<file path="config.mk">
export PLATFORM = sky130hd
export DESIGN_NAME = ddo_queue
export DESIGN_NICKNAME = d
export VERILOG_FILES = /design/src/rtl/core/ddo_pkg.sv /design/src/rtl/core/ddo_queue.sv
export SDC_FILE = /design/constraint.sdc
export NUM_CORES = 1
export LEC_CHECK = 0
export ABC_AREA = 1
export BUFFER_PORTS_ARGS = -buffer_cell sky130_fd_sc_hd__buf_2
export CAP_MARGIN = 0
export CORE_MARGIN = 4
export CORE_UTILIZATION = 53
export CTS_BUF_LIST = sky130_fd_sc_hd__clkbuf_16
export DETAILED_ROUTE_END_ITERATION = 10
export PLACE_DENSITY = 0.85
export SYNTH_ARGS = -nofsm -noshare
export SYNTH_HDL_FRONTEND = slang
export SYNTH_SLANG_ARGS = --single-unit
</file>
<file path="constraint.sdc">
create_clock -name aclk -period 5.8 [get_ports aclk]
set_input_delay 1.16 -clock aclk [delete_from_list [all_inputs] [get_ports aclk]]
set_output_delay 1.16 -clock aclk [all_outputs]
set_load 0.005 [all_outputs]
</file>
<file path="src/rtl/core/ddo_pkg.sv">
// ----------------------------------------------------------------------------
// Differential drive odometry package
// Shared constants, types and the CORDIC arctangent table.
// ----------------------------------------------------------------------------
package ddo_pkg;

    localparam int POS_WIDTH_DEF  = 48;
    localparam int TRIG_BITS_DEF  = 16;
    localparam int CORDIC_FRAC    = 30;
    localparam int CORDIC_W       = 34;
    localparam logic [31:0] FWD_GAIN_RESET = 32'd183161;
    localparam logic [31:0] ROT_GAIN_RESET = 32'd253489;
    localparam logic [CORDIC_W-1:0] CORDIC_K = 34'sd652032874;

    localparam logic REG_FWD_GAIN = 1'b0;
    localparam logic REG_ROT_GAIN = 1'b1;

    // Queue entry from the front part: the count sum and difference.
    typedef struct packed {
        logic signed [16:0] dsum;
        logic signed [16:0] ddif;
    } ddo_cmd_t;

    function automatic logic [31:0] atan_lookup(input logic [4:0] i);
        logic [31:0] v;
        case (i)
            5'd0:  v = 32'h20000000;
            5'd1:  v = 32'h12E4051E;
            5'd2:  v = 32'h09FB385B;
            5'd3:  v = 32'h051111D4;
            5'd4:  v = 32'h028B0D43;
            5'd5:  v = 32'h0145D7E1;
            5'd6:  v = 32'h00A2F61E;
            5'd7:  v = 32'h00517C55;
            5'd8:  v = 32'h0028BE53;
            5'd9:  v = 32'h00145F2F;
            5'd10: v = 32'h000A2F98;
            5'd11: v = 32'h000517CC;
            5'd12: v = 32'h00028BE6;
            5'd13: v = 32'h000145F3;
            5'd14: v = 32'h0000A2FA;
            5'd15: v = 32'h0000517D;
            5'd16: v = 32'h000028BE;
            5'd17: v = 32'h0000145F;
            5'd18: v = 32'h00000A30;
            5'd19: v = 32'h00000518;
            5'd20: v = 32'h0000028C;
            5'd21: v = 32'h00000146;
            5'd22: v = 32'h000000A3;
            5'd23: v = 32'h00000051;
            5'd24: v = 32'h00000029;
            5'd25: v = 32'h00000014;
            5'd26: v = 32'h0000000A;
            5'd27: v = 32'h00000005;
            5'd28: v = 32'h00000003;
            5'd29: v = 32'h00000001;
            5'd30: v = 32'h00000001;
            default: v = 32'h00000000;
        endcase
        return v;
    endfunction

endpackage

</file>
<file path="src/rtl/core/ddo_queue.sv">
// ----------------------------------------------------------------------------
// Odometry command queue
// Two-entry queue between the front end and the pose engine.
// ----------------------------------------------------------------------------
module ddo_queue (
    input  logic              aclk,
    input  logic              aresetn,
    input  logic              wr_valid,
    output logic              wr_ready,
    input  ddo_pkg::ddo_cmd_t wr_data,
    output logic              rd_valid,
    input  logic              rd_ready,
    output ddo_pkg::ddo_cmd_t rd_data
);

    ddo_pkg::ddo_cmd_t mem_reg [2];
    logic       wptr_reg;
    logic       rptr_reg;
    logic [1:0] count_reg;
    logic       do_wr;
    logic       do_rd;

    assign wr_ready = (count_reg != 2'd2);
    assign rd_valid = (count_reg != 2'd0);
    assign rd_data  = mem_reg[rptr_reg];
    assign do_wr    = wr_valid && wr_ready;
    assign do_rd    = rd_valid && rd_ready;

    always_ff @(posedge aclk) begin
        if (do_wr) begin
            mem_reg[wptr_reg] <= wr_data;
        end
    end

    always_ff @(posedge aclk) begin
        if (!aresetn) begin
            wptr_reg  <= 1'b0;
            rptr_reg  <= 1'b0;
            count_reg <= 2'd0;
        end else begin
            if (do_wr) begin
                wptr_reg <= ~wptr_reg;
            end
            if (do_rd) begin
                rptr_reg <= ~rptr_reg;
            end
            if (do_wr && !do_rd) begin
                count_reg <= count_reg + 2'd1;
            end else if (do_rd && !do_wr) begin
                count_reg <= count_reg - 2'd1;
            end
        end
    end

endmodule

</file>
==> impl_results.md <==
* Status: finished, final reports clean
* Routed WL at 4350 um
* Ys async rst share at 0%
* Number of flops mapped to enable cells by yosys at 68
* DIE WIDTH at 81.3 um
* Synth top cells by count: 68 x edfxtp_1, 30 x mux2_4, 9 x nand2_1
* Die area at 6610 sq um
* Syn Std Cell Area at 2850 sq um
* Initial Util at 55.1%
* Layout net count at 262
* CP required at 4.64 ns
* Average size of a mapped cell at 19.9 sq um
* Worst setup SP type: flip-flop
* DR WL/cell at 14.6 um
* Max-cap violations at 0
* TritonCTS Buffers at 9
* Pins Over Slew Limit at 0
* Post-route DRC violation count at 0
* Fmax at 325 MHz
* Vias in the first global route at 1527
* Htree depth at 3
* Port bufs at 73
* Max reg flops at 68
* Final Wtd Congestion at 0.756
* I/O Pins at 74
* R2R cell count at 4
* FP Rows at 26
* WHS Path Cells at 2
* Setup TNS at 0 ns
* Worst-path cell chain: mux2_2, buf_2
* Post-synth net total at 182
* Most frequent cell after synthesis: edfxtp_1
* Worst Path Max Fanout at 34
* First-pass GRT wire length at 6910 um
* Crit path DAT at 1.92 ns
* Met3 Use GR at 4.55%
* Layout cells sized above 1 at 54.4%
* Vias per std cell at 4.89
* Hold path startpoint: rptr_reg
* Layer with the highest usage: met2
* Hold/Removal Path Class: reg -> reg
* Hold slack at 0.502 ns
* Post-synth cell types at 15
* # resized after CTS at 0
* Met2 Resource Use GR at 25.7%
* Largest net degree at the start of global routing at 35
* CTS tree: built
* Slowest cell on crit path: dfxtp_2
* Pleak at 0.00144 uW
* Slew headroom at 26.0%
* Reg2Reg Capture Point: mem_reg[1][9]
* Antenna cell count at 0
* Sink Count at 73
* Total core area at 5170 sq um
* Initial antenna violation count at 0
* DP HPWL at 2930 um
* Die height at 81.3 um
* Areal power density over the cells at 449 nW/um^2
* Global route total overflow at 0
* Area Overhead vs Synth at 24.9%
* Min Tclk post-route at 3.08 ns
* Yosys top cell by area: edfxtp_1
* Reg2Reg Setup Slack at 3.93 ns
* Hold Fails Final Rpt at 0
* YS warnings at 0
* Latest clock arrival within the worst-skew pair at 0.31 ns
* Synth top area share at 71.7%
* Post-CTS Setup Bufs at 0
* Fin crit share at 53.0%
* Final Setup Violations at 0
* Slowest cell delay on critical path at 1.06 ns
* Synth Flop Type: edfxtp_1
* 1st-iter DRT viols at 62
* Met1 GRT Util at 15.9%
* Root buf cell: clkbuf_16
* Tot GR Track Use at 14.5%
* RR Startpoint: count_reg[0]
* Synth Instances at 143
* Worst-margin pin slew at 1.11 ns
* Area contributors post-synth: edfxtp_1 72%, mux2_4 16%, dfxtp_1 3.5%
* Via count at 1458
* Clk buf depth at 2
* Pre-antenna DRT Iters at 4
* Clk slew on worst S/H paths at 0.05 ns
* RSZ-0062 raised after global routing: no
* Critical path class: reg -> out
* FF+latch count, synth at 73
* Crit end category: output pin
* Sequential area share after synthesis at 75.2%
* Worst VDD drop at 0.334 mV
* Final ANT Viol Nets at 0
* Final Power at 1600 uW
* Clock Skew at 0.00377 ns
* Hold-fix buffers, CTS at 0
## how the worst max path moves through the flow
stage | slack [ns] | endpoint
2_1_floorplan | 2.69 | mem_reg[0][0]
3_3_place_gp | 3.01 | rd_data[31]
3_5_place_dp | 3.00 | rd_data[26]
4_1_cts | 2.67 | rd_data[31]
5_1_grt | 2.60 | rd_data[26]
6_report | 2.72 | rd_data[26]
## through the flow
step,cells,utilization (%),worst slack [ns],area [sq um]
floorplan,143,-,2.69,2850
global placement,282,62.8,3.01,3250
detailed placement,282,62.8,3.00,3250
CTS,298,68.8,2.67,3560
global route,298,68.8,2.60,3560
finish,298,68.8,2.72,3560
## power breakdown
part	leakage (uW)	total (uW)	switching [uW]	internal, uW
sequential	0.000676	726	56.6	669
clock	0.000158	556	184	372
combinational	0.000607	316	132	184
## layer usage
metal / part of all wire, % / routed length [um]
met1: 38 / 1680
met2: 54 / 2330
met5: 0 / 0
met4: 0.69 / 30
met3: 7.2 / 312
## kinds of logic after synthesis
kind of cell	Yosys count	synth area share, %
AOI/OAI and AO/OA	4	0.790
adders and majority gates	1	0.439
buffers and inverters	12	3.56
DFF	73	75.2
muxes	34	17.4
and+or+nand+nor	19	2.63
## cells in the final DEF (no fill, tap or decap)
master      n
dfxtp_1     4
nand2_1     9
clkinv_4    1
nand4_1     1
nor2_4      2
clkbuf_16   9
inv_1       9
mux2_2      4
ha_1        1
nand3_1     1
clkinv_2    2
a21oi_1     1
clkinv_1    1
bufinv_16   2
buf_2      73
nor2_1      6
o21a_1      1
edfxtp_1   68
o21ai_0     2
dfxtp_2     1
mux2_4     30
## worst max-delay path, delay by kind of cell (launching register included)
kind | cells | cell delay, ns
mux | 1 | 0.41
flops | 1 | 1.06
buf+inv | 1 | 0.13
## layout make-up
type,instances,area [sq um]
tap,70,87.6
clock inverter,7,86.3
clock buffer,9,225
fill,349,1610
inverter,8,30.0
multi-input combinational,58,621
sequential,73,2140
timing repair buffer,73,365
Power figures use the tool's default switching activity.
