==> src/rtl/core/ddo_pkg.sv <==
// ----------------------------------------------------------------------------
// Differential drive odometry package
// Shared constants, types and the CORDIC arctangent table.
// ----------------------------------------------------------------------------
package ddo_pkg;

    localparam int POS_WIDTH_DEF  = 48;
    localparam int TRIG_BITS_DEF  = 16;
    localparam int CORDIC_FRAC    = 30;
    localparam int CORDIC_W       = 34;
    localparam logic [31:0] FWD_GAIN_RESET = 32'd183161;
    localparam logic [31:0] ROT_GAIN_RESET = 32'd253489;
    localparam logic [CORDIC_W-1:0] CORDIC_K = 34'sd652032874;

    localparam logic REG_FWD_GAIN = 1'b0;
    localparam logic REG_ROT_GAIN = 1'b1;

    // Queue entry from the front part: the count sum and difference.
    typedef struct packed {
        logic signed [16:0] dsum;
        logic signed [16:0] ddif;
    } ddo_cmd_t;

    function automatic logic [31:0] atan_lookup(input logic [4:0] i);
        logic [31:0] v;
        case (i)
            5'd0:  v = 32'h20000000;
            5'd1:  v = 32'h12E4051E;
            5'd2:  v = 32'h09FB385B;
            5'd3:  v = 32'h051111D4;
            5'd4:  v = 32'h028B0D43;
            5'd5:  v = 32'h0145D7E1;
            5'd6:  v = 32'h00A2F61E;
            5'd7:  v = 32'h00517C55;
            5'd8:  v = 32'h0028BE53;
            5'd9:  v = 32'h00145F2F;
            5'd10: v = 32'h000A2F98;
            5'd11: v = 32'h000517CC;
            5'd12: v = 32'h00028BE6;
            5'd13: v = 32'h000145F3;
            5'd14: v = 32'h0000A2FA;
            5'd15: v = 32'h0000517D;
            5'd16: v = 32'h000028BE;
            5'd17: v = 32'h0000145F;
            5'd18: v = 32'h00000A30;
            5'd19: v = 32'h00000518;
            5'd20: v = 32'h0000028C;
            5'd21: v = 32'h00000146;
            5'd22: v = 32'h000000A3;
            5'd23: v = 32'h00000051;
            5'd24: v = 32'h00000029;
            5'd25: v = 32'h00000014;
            5'd26: v = 32'h0000000A;
            5'd27: v = 32'h00000005;
            5'd28: v = 32'h00000003;
            5'd29: v = 32'h00000001;
            5'd30: v = 32'h00000001;
            default: v = 32'h00000000;
        endcase
        return v;
    endfunction

endpackage

==> src/rtl/core/ddo_front.sv <==
// ----------------------------------------------------------------------------
// Odometry front end
// Accepts encoder beats and forms the wrapped count sum and difference.
// ----------------------------------------------------------------------------
module ddo_front (
    input  logic              aclk,
    input  logic              aresetn,
    input  logic              in_valid,
    output logic              in_ready,
    input  logic [15:0]       right_count,
    input  logic [15:0]       left_count,
    output logic              cmd_valid,
    input  logic              cmd_ready,
    output ddo_pkg::ddo_cmd_t cmd
);

    logic [15:0] prev_right_reg;
    logic [15:0] prev_left_reg;
    logic        started_reg;
    logic signed [15:0] d_r;
    logic signed [15:0] d_l;

    assign in_ready  = cmd_ready;
    assign cmd_valid = in_valid;

    always_comb begin
        d_r = started_reg ? $signed(right_count - prev_right_reg) : 16'sd0;
        d_l = started_reg ? $signed(left_count - prev_left_reg) : 16'sd0;
        cmd.dsum = 17'(d_r) + 17'(d_l);
        cmd.ddif = 17'(d_r) - 17'(d_l);
    end

    always_ff @(posedge aclk) begin
        if (!aresetn) begin
            started_reg    <= 1'b0;
            prev_right_reg <= '0;
            prev_left_reg  <= '0;
        end else if (in_valid && cmd_ready) begin
            started_reg    <= 1'b1;
            prev_right_reg <= right_count;
            prev_left_reg  <= left_count;
        end
    end

endmodule

==> config.mk <==
export PLATFORM = sky130hd
export DESIGN_NAME = ddo_front
export DESIGN_NICKNAME = d
export VERILOG_FILES = /design/src/rtl/core/ddo_pkg.sv /design/src/rtl/core/ddo_front.sv
export SDC_FILE = /design/constraint.sdc
export NUM_CORES = 1
export LEC_CHECK = 0
export ABC_AREA = 1
export ABC_CLOCK_PERIOD_IN_PS = 3100
export BUFFER_PORTS_ARGS = -buffer_cell sky130_fd_sc_hd__buf_2
export CORE_ASPECT_RATIO = 1.75
export CORE_MARGIN = 2
export CORE_UTILIZATION = 43
export CTS_CLUSTER_DIAMETER = 40
export DETAILED_ROUTE_END_ITERATION = 10
export PLACE_DENSITY_LB_ADDON = 0.15
export SYNTH_ARGS = -nofsm -noshare
export SYNTH_HDL_FRONTEND = slang
export SYNTH_SLANG_ARGS = --single-unit
==> constraint.sdc <==
create_clock -name aclk -period 3.1 [get_ports aclk]
set_input_delay 0.31 -clock aclk [delete_from_list [all_inputs] [get_ports aclk]]
set_output_delay 0.31 -clock aclk [all_outputs]
set_load 0.01 [all_outputs]
==> flow_summary.json, run 1 <==
{
  "critPathLaunch": "prev_right_reg[0]",
  "slew_violations": 0,
  "synthCells": 905,
  "final_antenna_net_count": 0,
  "clkPwrFrac_pct": 18.2,
  "clock_skew_ps": 0,
  "rsz0062_at_grt": "yes",
  "endpoint": "cmd[14]",
  "fin_nets": 1213,
  "clockRootBuffer": "clkbuf_16",
  "clock_latency_ps": 280,
  "drc": 0,
  "r2r-start": "started_reg",
  "numCtsBuffers": 5,
  "core_sq_mm": 0.0116,
  "stdcell_count": 1247,
  "vias_per_cell": 5.08,
  "p_int_mw": 1.83,
  "syn_area_sq_mm": 0.00514,
  "die_w_um": 86.7,
  "p_leak_nw": 4.21,
  "fp.dieArea_sq_mm": 0.0129,
  "crit_type": "reg2out",
  "maxSlewHeadroom_pct": 65.4,
  "dp_cells": 1215,
  "nFillCells": 930,
  "rr_endpoint": "started_reg",
  "antennaDiodeCount": 0,
  "r2r_setup_slack_ps": 2130,
  "outcome": "finished with violations",
  "layout_common_cells": "nand2_1 (194), buf_4 (136), inv_1 (131)",
  "drv_cap": 0,
  "worstPathArrival_ps": 2970,
  "gp_congestion": 0.943,
  "layout_commonest_cell": "nand2_1",
  "post-route-min-period_ps": 3280,
  "grt_max_degree": 61,
  "die_y_um": 149,
  "cp-end-kind": "output pin",
  "setup-violations-final": 19,
  "holdBufCountCts": 0,
  "dp_hpwl_um": 12500,
  "vias": 6338,
  "ios": 72,
  "clk_pin_slew_worst_paths_ps": 60,
  "routedWlPerCell_um": 14.1,
  "grt_pass1_wl_um": 26100,
  "vdd_drop_max_v": 0.000631,
  "cp_max_fo": 8,
  "swShare_pct": 43.9,
  "clockBufferDepth": 2,
  "antenna_found_initial": 0,
  "num_rows": 52,
  "fin_util_pct": 71.5,
  "synth-seq-area-share_pct": 12.8,
  "track_usage_pct": 25.1,
  "cts.sinks": 33,
  "p_switching_mw": 1.43,
  "cp_data_required_time_ps": 2790,
  "initialDrtViolationCount": 222,
  "cp-start-kind": "flop",
  "failed_checks": "negative setup slack",
  "setup_slack_ps": -181,
  "min_path_type": "in2reg",
  "final_hold_viol_count": 0,
  "port_buffers": 71,
  "routed_wl_um": 17600,
  "synth-seq-cells": 33,
  "start_util_pct": 44.2,
  "drive_above_1_share_pct": 49.7,
  "power_frac_comb_pct": 67.4,
  "hold_path_depth": 3,
  "yosys_warnings": 0,
  "grt_pass1_vias": 5813,
  "worstMarginPinSlew_ps": 515,
  "p_seq_share_pct": 14.4,
  "cts_tree": "yes",
  "power_density_mw_per_mm2": 391,
  "grt-ovfl-total": 0,
  "syn_avg_cell_area_sq_um": 5.68,
  "cts_htree_levels": 2,
  "fin_crit_sh_pct": 106,
  "syn_to_final_growth_pct": 61.9,
  "drtPass1Iterations": 5,
  "timing.fmax_ghz": 0.305,
  "syn_nets": 1007,
  "ys_types": 33,
  "r2r_cells": 2
}
cells by family (layout without fill, tap and decap cells):
group / count (synthesis) / after routing / share of synthesized area [%]
AND/OR/NAND/NOR: 440 / 440 / 36.8
buffers and inverters: 201 / 408 / 16.2
adder cells (fa/ha/maj): 66 / 66 / 16.6
flip-flops: 33 / 33 / 12.8
XOR/XNOR: 17 / 17 / 2.89
AO/OA/AOI/OAI: 148 / 148 / 14.7
cell type report:
cell class,instances,area [sq um],area share (%)
Multi-Input combinational cell,671,5060,60.8
Timing Repair Buffer,224,1580,18.9
Sequential cell,33,677,8.13
Inverter,176,668,8.02
Tap cell,135,169,2.03
Clock buffer,5,125,1.50
Clock inverter,3,46.3,0.556
synthesized netlist by cell type, drive strengths merged:
master  instances  share of area (%)
a21boi          1               0.15
a21oi          85                8.3
a31oi           1               0.12
and2           12                1.5
buf            16                2.6
clkbuf          9               0.73
dfxtp          33                 13
fa              4                1.6
ha             62                 15
inv           176                 13
nand2         274                 21
nand3          57                5.8
nand3b          5               0.73
nand4           8               0.97
nor2           76                6.1
nor3            8                1.1
o21a            1               0.15
o21ai          58                5.6
o21bai          2               0.29
xnor2           9                1.5
xor2            8                1.4
worst max-delay path, cell delays in order, from the launching register on:
cell and delay, ps:
dfxtp_2 330, ha_4 160, fa_2 340, inv_2 90, nand4_1 120, nand2_2 120, nand2_2 90, nand2_2 60
nand2_2 40, inv_2 60, nor2_4 50, ha_4 360, nand2_2 130, nor2_2 180, and2_1 170, nand2_1 80
nand2_1 90, nand2_1 50, nand2_1 50, buf_2 130
how the worst min path moves through the flow:
stage / end / start
6_report: prev_left_reg[15] / left_count[15]
5_1_grt: prev_left_reg[13] / left_count[13]
4_1_cts: prev_left_reg[15] / left_count[15]
3_5_place_dp: prev_left_reg[11] / prev_left_reg[11]
3_3_place_gp: prev_left_reg[7] / prev_left_reg[7]
2_1_floorplan: prev_right_reg[14] / prev_right_reg[14]
power groups by stage:
stage                     registers [mW]  logic [mW]  clock network, mW
after floorplan                    0.469       0.953                  0
after global placement             0.472        1.55                  0
after detailed placement           0.473        1.56                  0
after CTS                          0.469        1.86              0.605
after global routing               0.472        2.39              0.619
final                              0.470        2.20              0.591
layer usage:
| layer | vias up | routed length, um | global-route usage [%] |
|---|---|---|---|
| li1 | 3235 | - | - |
| met1 | 2874 | 6760 | 27.7 |
| met2 | 164 | 9320 | 46.8 |
| met3 | 65 | 451 | 1.83 |
| met4 | 0 | 1030 | 12.7 |
| met5 | - | 0 | 0 |
stage by stage:
step / TNS (ps) / hold WS (ps) / cell area (sq um) / setup slack, ps / total power, mW
after floorplan: 0 / 433 / 5140 / 251 / 1.42
after global placement: -3630 / 444 / 6470 / -315 / 2.02
after detailed placement: -4440 / 451 / 6470 / -345 / 2.04
after CTS: -897 / 301 / 7640 / -95.1 / 2.94
after global routing: -4710 / 348 / 8330 / -345 / 3.48
final: -1830 / 304 / 8330 / -181 / 3.26
timing repair:
item	CTS	global route
setup buffers	14	15
setup endpoints to repair	25	24
pin swaps	53	81
gates resized for setup	232	162
Note: power is estimated with default switching activity, not from simulation.
==> run 2: changes to the inputs <==
--- a/config.mk
+++ b/config.mk
@@ -5,7 +5,6 @@
 export SDC_FILE = /design/constraint.sdc
 export NUM_CORES = 1
 export LEC_CHECK = 0
-export ABC_AREA = 1
 export ABC_CLOCK_PERIOD_IN_PS = 3100
 export BUFFER_PORTS_ARGS = -buffer_cell sky130_fd_sc_hd__buf_2
 export CORE_ASPECT_RATIO = 1.75
==> run 2 against run 1 <==
The flow still finishes with violations (negative setup slack). Clock skew unchanged. Global-route usage down 1.1 points. Highest routed layer unchanged. Worst setup slack worse by 700 ps. Maximum frequency down 17%. Utilization up 0.69 points. Count of clock-buffer cells in the layout unchanged. Routed wire length down 15%. Non-clock buffer count up 37. Via count down 16%. Critical endpoint is now cmd[32]. Synthesized area down 10%. Total power down 14%.
==> flow_summary.json, run 2 <==
{
  "outcome": "finished with violations",
  "failed_checks": "negative setup slack",
  "final_hold_viol_count": 0,
  "setup-violations-final": 24,
  "stdcell_count": 1011,
  "worstMarginPinSlew_ps": 506,
  "min_path_type": "in2reg",
  "cp_slowest_cell": "o41a_4",
  "crit_type": "reg2out",
  "worstPathArrival_ps": 3670,
  "dp_worst_setup_slack_ps": -803,
  "start_util_pct": 43.6,
  "power_density_mw_per_mm2": 366,
  "rsz0062_at_grt": "yes",
  "clk_pin_slew_worst_paths_ps": 50,
  "synthCells": 645,
  "core_sq_mm": 0.0106,
  "grt_pass1_vias": 5225,
  "fin_area_sq_mm": 0.00763,
  "post-route-min-period_ps": 3980,
  "layout_common_cells": "buf_4 (163), nand2_1 (90), buf_2 (71)",
  "power_frac_comb_pct": 67.2,
  "critPathTopFamily": "compound AO/OA/AOI/OAI gates",
  "syn_area_sq_mm": 0.00461,
  "cp_data_required_time_ps": 2790,
  "antenna_found_initial": 0,
  "initialDrtViolationCount": 101,
  "track_usage_pct": 24.0,
  "num_rows": 50,
  "grt_max_degree": 34,
  "p_seq_share_pct": 16.3,
  "synthTopCellsByCount": "nand2_1 (95), ha_1 (62), inv_1 (58)",
  "ys_top_cells_by_area": "ha_1 (17%), dfxtp_1 (14%), nand2_1 (7.7%), a21boi_0 (5.7%), xnor2_1 (5.5%)",
  "cts_tree": "yes",
  "numCtsBuffers": 5,
  "crit_path_max_incr_delay_ps": 490,
  "fin_total_pwr_mw": 2.79,
  "synth-seq-area-share_pct": 14.3,
  "routed_wl_um": 14800,
  "yosysMostFrequentCell": "nand2_1",
  "drive_above_1_share_pct": 48.6,
  "synth.top_cell.area_share_pct": 16.8,
  "multiInputGateArea_sq_mm": 0.00455,
  "ys_types": 58,
  "gp_congestion": 0.897,
  "placed_area_sq_mm": 0.00638,
  "synth_edf_count": 0,
  "maxSlewHeadroom_pct": 66.3,
  "yosys_warnings": 0,
  "die_w_um": 82.3,
  "clkPwrFrac_pct": 16.5,
  "holdBufCountCts": 0,
  "swShare_pct": 38.8,
  "grt-ovfl-total": 0,
  "timing.hold.ws_ps": 288,
  "vias_per_cell": 5.27,
  "slew_violations": 0,
  "antennaDiodeCount": 0,
  "synth-seq-cells": 33,
  "dp_cells": 977,
  "port_buffers": 71,
  "die_y_um": 141,
  "p_switching_mw": 1.09,
  "p_int_mw": 1.71,
  "cp-end-kind": "output pin",
  "fp.dieArea_sq_mm": 0.0116,
  "setup_slack_ps": -876,
  "cp-start-kind": "flop",
  "clock_latency_ps": 280,
  "clockRootBuffer": "clkbuf_16",
  "dp_hpwl_um": 10900,
  "timing.fmax_ghz": 0.252,
  "vdd_drop_max_v": 0.000503,
  "drv_cap": 0,
  "cp_max_fo": 5,
  "fin_nets": 984,
  "layout_commonest_cell": "buf_4",
  "final_antenna_net_count": 0,
  "yosysTopAreaCell": "ha_1",
  "cts.sinks": 33,
  "nFillCells": 833,
  "tns_ps": -14350,
  "cts_htree_levels": 2,
  "drc": 0,
  "fin_crit_sh_pct": 128,
  "ys_async_sr_fraction_pct": 0,
  "routedWlPerCell_um": 14.7,
  "clockBufferDepth": 2,
  "vias": 5328,
  "clock_skew_ps": 0,
  "syn_avg_cell_area_sq_um": 7.14,
  "grt_pass1_wl_um": 22500,
  "ios": 72,
  "fin_util_pct": 72.2,
  "syn_to_final_growth_pct": 65.6,
  "syn_nets": 747,
  "synth-main-ff-cell": "dfxtp_1",
  "drtPass1Iterations": 6,
  "p_leak_nw": 3.47,
  "path_buf_inv": 3,
  "cp_cell_sequence": "inv_2 > ha_4 > nor2b_4 > o31a_1 > o41a_4 > a31oi_4 > xor2_1 > nor2_2 > ha_4 > inv_4 > a21oi_4 > a21oi_2 > a211o_1 > a221oi_2 > xor2_1 > buf_2",
  "regArea_sq_um": 667
}
run 2: worst register-to-register path, cell delays in order, from the launching register on:
cell and delay, ps:
dfxtp_1 310, inv_1 200, buf_4 280, a21boi_0 120
run 2: power by group through the flow:
stage / registers [mW] / logic (mW) / clock network, mW
after floorplan: 0.462 / 0.875 / 0
after global placement: 0.463 / 1.44 / 0
after detailed placement: 0.464 / 1.47 / 0
after CTS: 0.455 / 1.64 / 0.468
after global routing: 0.458 / 2.03 / 0.479
final: 0.456 / 1.88 / 0.462
run 2: routing by layer:
metal	share of wire [%]	wire length, um	vias up	global-route usage (%)
met5	0	0	-	0
met2	56	8350	118	45.5
met1	37	5570	2487	25.7
met3	2.4	358	47	1.98
met4	3.8	568	0	10.1
li1	-	-	2676	-
run 2: area by class of cell:
| cell class | count | share of cell area [%] |
|---|---|---|
| timing repair buffer | 261 | 24.7 |
| sequential | 33 | 8.74 |
| clock inverter | 1 | 0.0656 |
| clock buffer | 5 | 1.64 |
| inverter | 58 | 3.11 |
| multi-input combinational | 523 | 59.6 |
| tap | 130 | 2.13 |
run 2: path summary, 6_finish.rpt:
check                                        from  slack (ps)  cells past startpoint                 end
worst min-delay path              right_count[13]         290                      3  prev_right_reg[13]
worst max-delay path            prev_right_reg[1]        -880                     16             cmd[32]
worst max register to register        started_reg        2060                      3         started_reg
worst min register to register  prev_right_reg[2]         460                      2   prev_right_reg[2]
run 2: cell families (layout without fill, tap and decap cells):
family,Yosys count,in the layout,share of synthesized area (%)
AO/OA/AOI/OAI,176,176,26.8
XOR/XNOR,43,43,8.17
adder cells (fa/ha/maj),66,66,18.6
buffers and inverters,89,325,7.58
flip-flops,33,33,14.3
multiplexers,6,6,1.36
AND/OR/NAND/NOR,232,232,23.2
run 2: timing repair:
item,in CTS,in global routing
pin swaps,49,57
gates resized for setup,82,112
setup endpoints to repair,27,27
setup buffers,16,20
cloned,0,0
hold endpoints to repair,0,0
==> run 3: changes to the inputs <==
--- a/config.mk
+++ b/config.mk
@@ -12,7 +12,6 @@
 export CORE_UTILIZATION = 43
 export CTS_CLUSTER_DIAMETER = 40
 export DETAILED_ROUTE_END_ITERATION = 10
-export PLACE_DENSITY_LB_ADDON = 0.15
 export SYNTH_ARGS = -nofsm -noshare
 export SYNTH_HDL_FRONTEND = slang
 export SYNTH_SLANG_ARGS = --single-unit
==> run 3 against run 2 <==
The flow still finishes with violations (negative setup slack). Global-route usage down 1.5 points. Non-clock buffer count shrank 11. Sequential power is essentially flat. Flip-flop and latch count unchanged. Combinational power decreased by 7%. First-iteration DRC count rose by 43%. Clock skew unchanged. Critical path type unchanged. Largest cell class unchanged.
==> flow_summary.json, run 3 (synthesis gave the netlist of run 2 again) <==
{
  "layout_commonest_cell": "buf_4",
  "post-route-min-period_ps": 3980,
  "ios": 72,
  "critPathLaunch": "prev_right_reg[1]",
  "cts_htree_levels": 2,
  "clockRootBuffer": "clkbuf_16",
  "routedWlPerCell_um": 13.8,
  "port_buffers": 71,
  "vias": 5188,
  "stdcell_count": 1002,
  "syn_to_final_growth_pct": 59.5,
  "r2r_cells": 3,
  "p_leak_nw": 3.38,
  "grt_max_degree": 34,
  "regArea_sq_um": 667,
  "nFillCells": 866,
  "cp-end-kind": "output pin",
  "holdBufCountCts": 0,
  "dp_cells": 983,
  "drc": 0,
  "clock_latency_ps": 280,
  "cp.depth": 16,
  "cp_cell_sequence": "inv_2 > ha_4 > nor2b_4 > o31a_1 > o41a_4 > a31oi_4 > xor2_2 > nor2_2 > ha_4 > inv_2 > a21oi_4 > a21oi_2 > a211o_1 > a221oi_2 > xor2_1 > buf_2",
  "layout_common_cells": "buf_4 (162), nand2_1 (93), buf_2 (71)",
  "vdd_drop_max_v": 0.000408,
  "path_buf_inv": 3,
  "setup_slack_ps": -883,
  "drv_cap": 0,
  "cp_slowest_cell": "o41a_4",
  "core_sq_mm": 0.0106,
  "dp_hpwl_um": 10800,
  "clk_pin_slew_worst_paths_ps": 50,
  "timing.fmax_ghz": 0.251,
  "track_usage_pct": 22.4,
  "initialDrtViolationCount": 144,
  "clock_skew_ps": 0,
  "die_y_um": 141,
  "fin_nets": 973,
  "numCtsBuffers": 5,
  "critPathTopFamily": "compound AO/OA/AOI/OAI gates",
  "fp.dieArea_sq_mm": 0.0116,
  "die_w_um": 82.3,
  "r2r_setup_slack_ps": 2160,
  "power_density_mw_per_mm2": 366,
  "cp_max_fo": 5,
  "cts_tree": "yes",
  "clockBufferDepth": 2,
  "rr_endpoint": "started_reg",
  "start_util_pct": 43.6,
  "endpoint": "cmd[32]",
  "worstMarginPinSlew_ps": 788,
  "fin_crit_sh_pct": 128,
  "tns_ps": -13610,
  "cp-start-kind": "flop",
  "maxSlewHeadroom_pct": 47.4,
  "crit_path_max_incr_delay_ps": 410,
  "drtPass1Iterations": 6,
  "cts.sinks": 33,
  "antenna_found_initial": 0,
  "setup-violations-final": 24,
  "failed_checks": "negative setup slack",
  "multiInputGateArea_sq_mm": 0.00438,
  "grt_pass1_vias": 4970,
  "drive_above_1_share_pct": 45.3,
  "cp_data_required_time_ps": 2790,
  "outcome": "finished with violations",
  "grt-ovfl-total": 0,
  "min_from": "right_count[6]",
  "grt_pass1_wl_um": 20900,
  "r2r-start": "started_reg",
  "final_antenna_net_count": 0,
  "fin_total_pwr_mw": 2.69,
  "num_rows": 50,
  "crit_type": "reg2out",
  "rsz0062_at_grt": "yes",
  "vias_per_cell": 5.18,
  "slew_violations": 0,
  "antennaDiodeCount": 0,
  "min_path_type": "in2reg",
  "final_hold_viol_count": 0,
  "gp_congestion": 0.898,
  "routed_wl_um": 13900,
  "worstPathArrival_ps": 3670
}
==> run 3: worst min-delay path by stage <==
stage,endpoint,slack (ps),cells past startpoint
finish,prev_right_reg[6],290,3
global route,prev_left_reg[14],300,3
CTS,prev_right_reg[12],290,3
detailed placement,prev_left_reg[5],460,2
global placement,prev_right_reg[13],450,2
floorplan,prev_left_reg[10],440,2
==> run 3: per-layer routing <==
metal	global-route usage (%)	wire (um)	vias up
li1	-	-	2652
met1	23.4	5300	2411
met2	43.5	7840	98
met3	1.60	318	27
met4	9.39	402	0
met5	0	0	-
==> run 3: final cells by class <==
| cell class | count | share of cell area [%] |
|---|---|---|
| inverter | 58 | 3.17 |
| clock inverter | 3 | 0.238 |
| clock buffer | 5 | 1.70 |
| timing repair buffer | 250 | 24.0 |
| multi-input combinational | 523 | 59.6 |
| tap | 130 | 2.21 |
| sequential | 33 | 9.07 |
==> run 3: worst reg2reg max path, delay by kind of cell (launching register included) <==
kind / cells / cell delay, ps
AOI/OAI and AO/OA: 1 / 150
buffers and inverters: 2 / 320
DFF: 1 / 390
==> run 3: stage by stage <==
step / cell area [sq um] / setup slack (ps) / utilization [%] / hold slack [ps]
2_1_floorplan: 4820 / -506 / - / 443
3_3_place_gp: 6430 / -734 / 60.8 / 450
3_5_place_dp: 6430 / -759 / 60.8 / 457
4_1_cts: 6780 / -895 / 64.1 / 286
5_1_grt: 7350 / -1020 / 69.5 / 303
6_report: 7350 / -883 / 69.5 / 287
==> run 3: report_power, final <==
part | switching, mW | total (mW) | internal, mW | leakage [nW]
clock | 0.190 | 0.484 | 0.294 | 0.0696
combinational | 0.837 | 1.75 | 0.910 | 3.03
sequential | 0.0108 | 0.456 | 0.445 | 0.272
==> run 3: repair_timing <==
action | 4_1_cts | 5_1_grt
endpoints found under the setup margin | 27 | 27
buffers inserted | 3 | 11
pin swaps | 19 | 49
gates resized for setup | 45 | 101
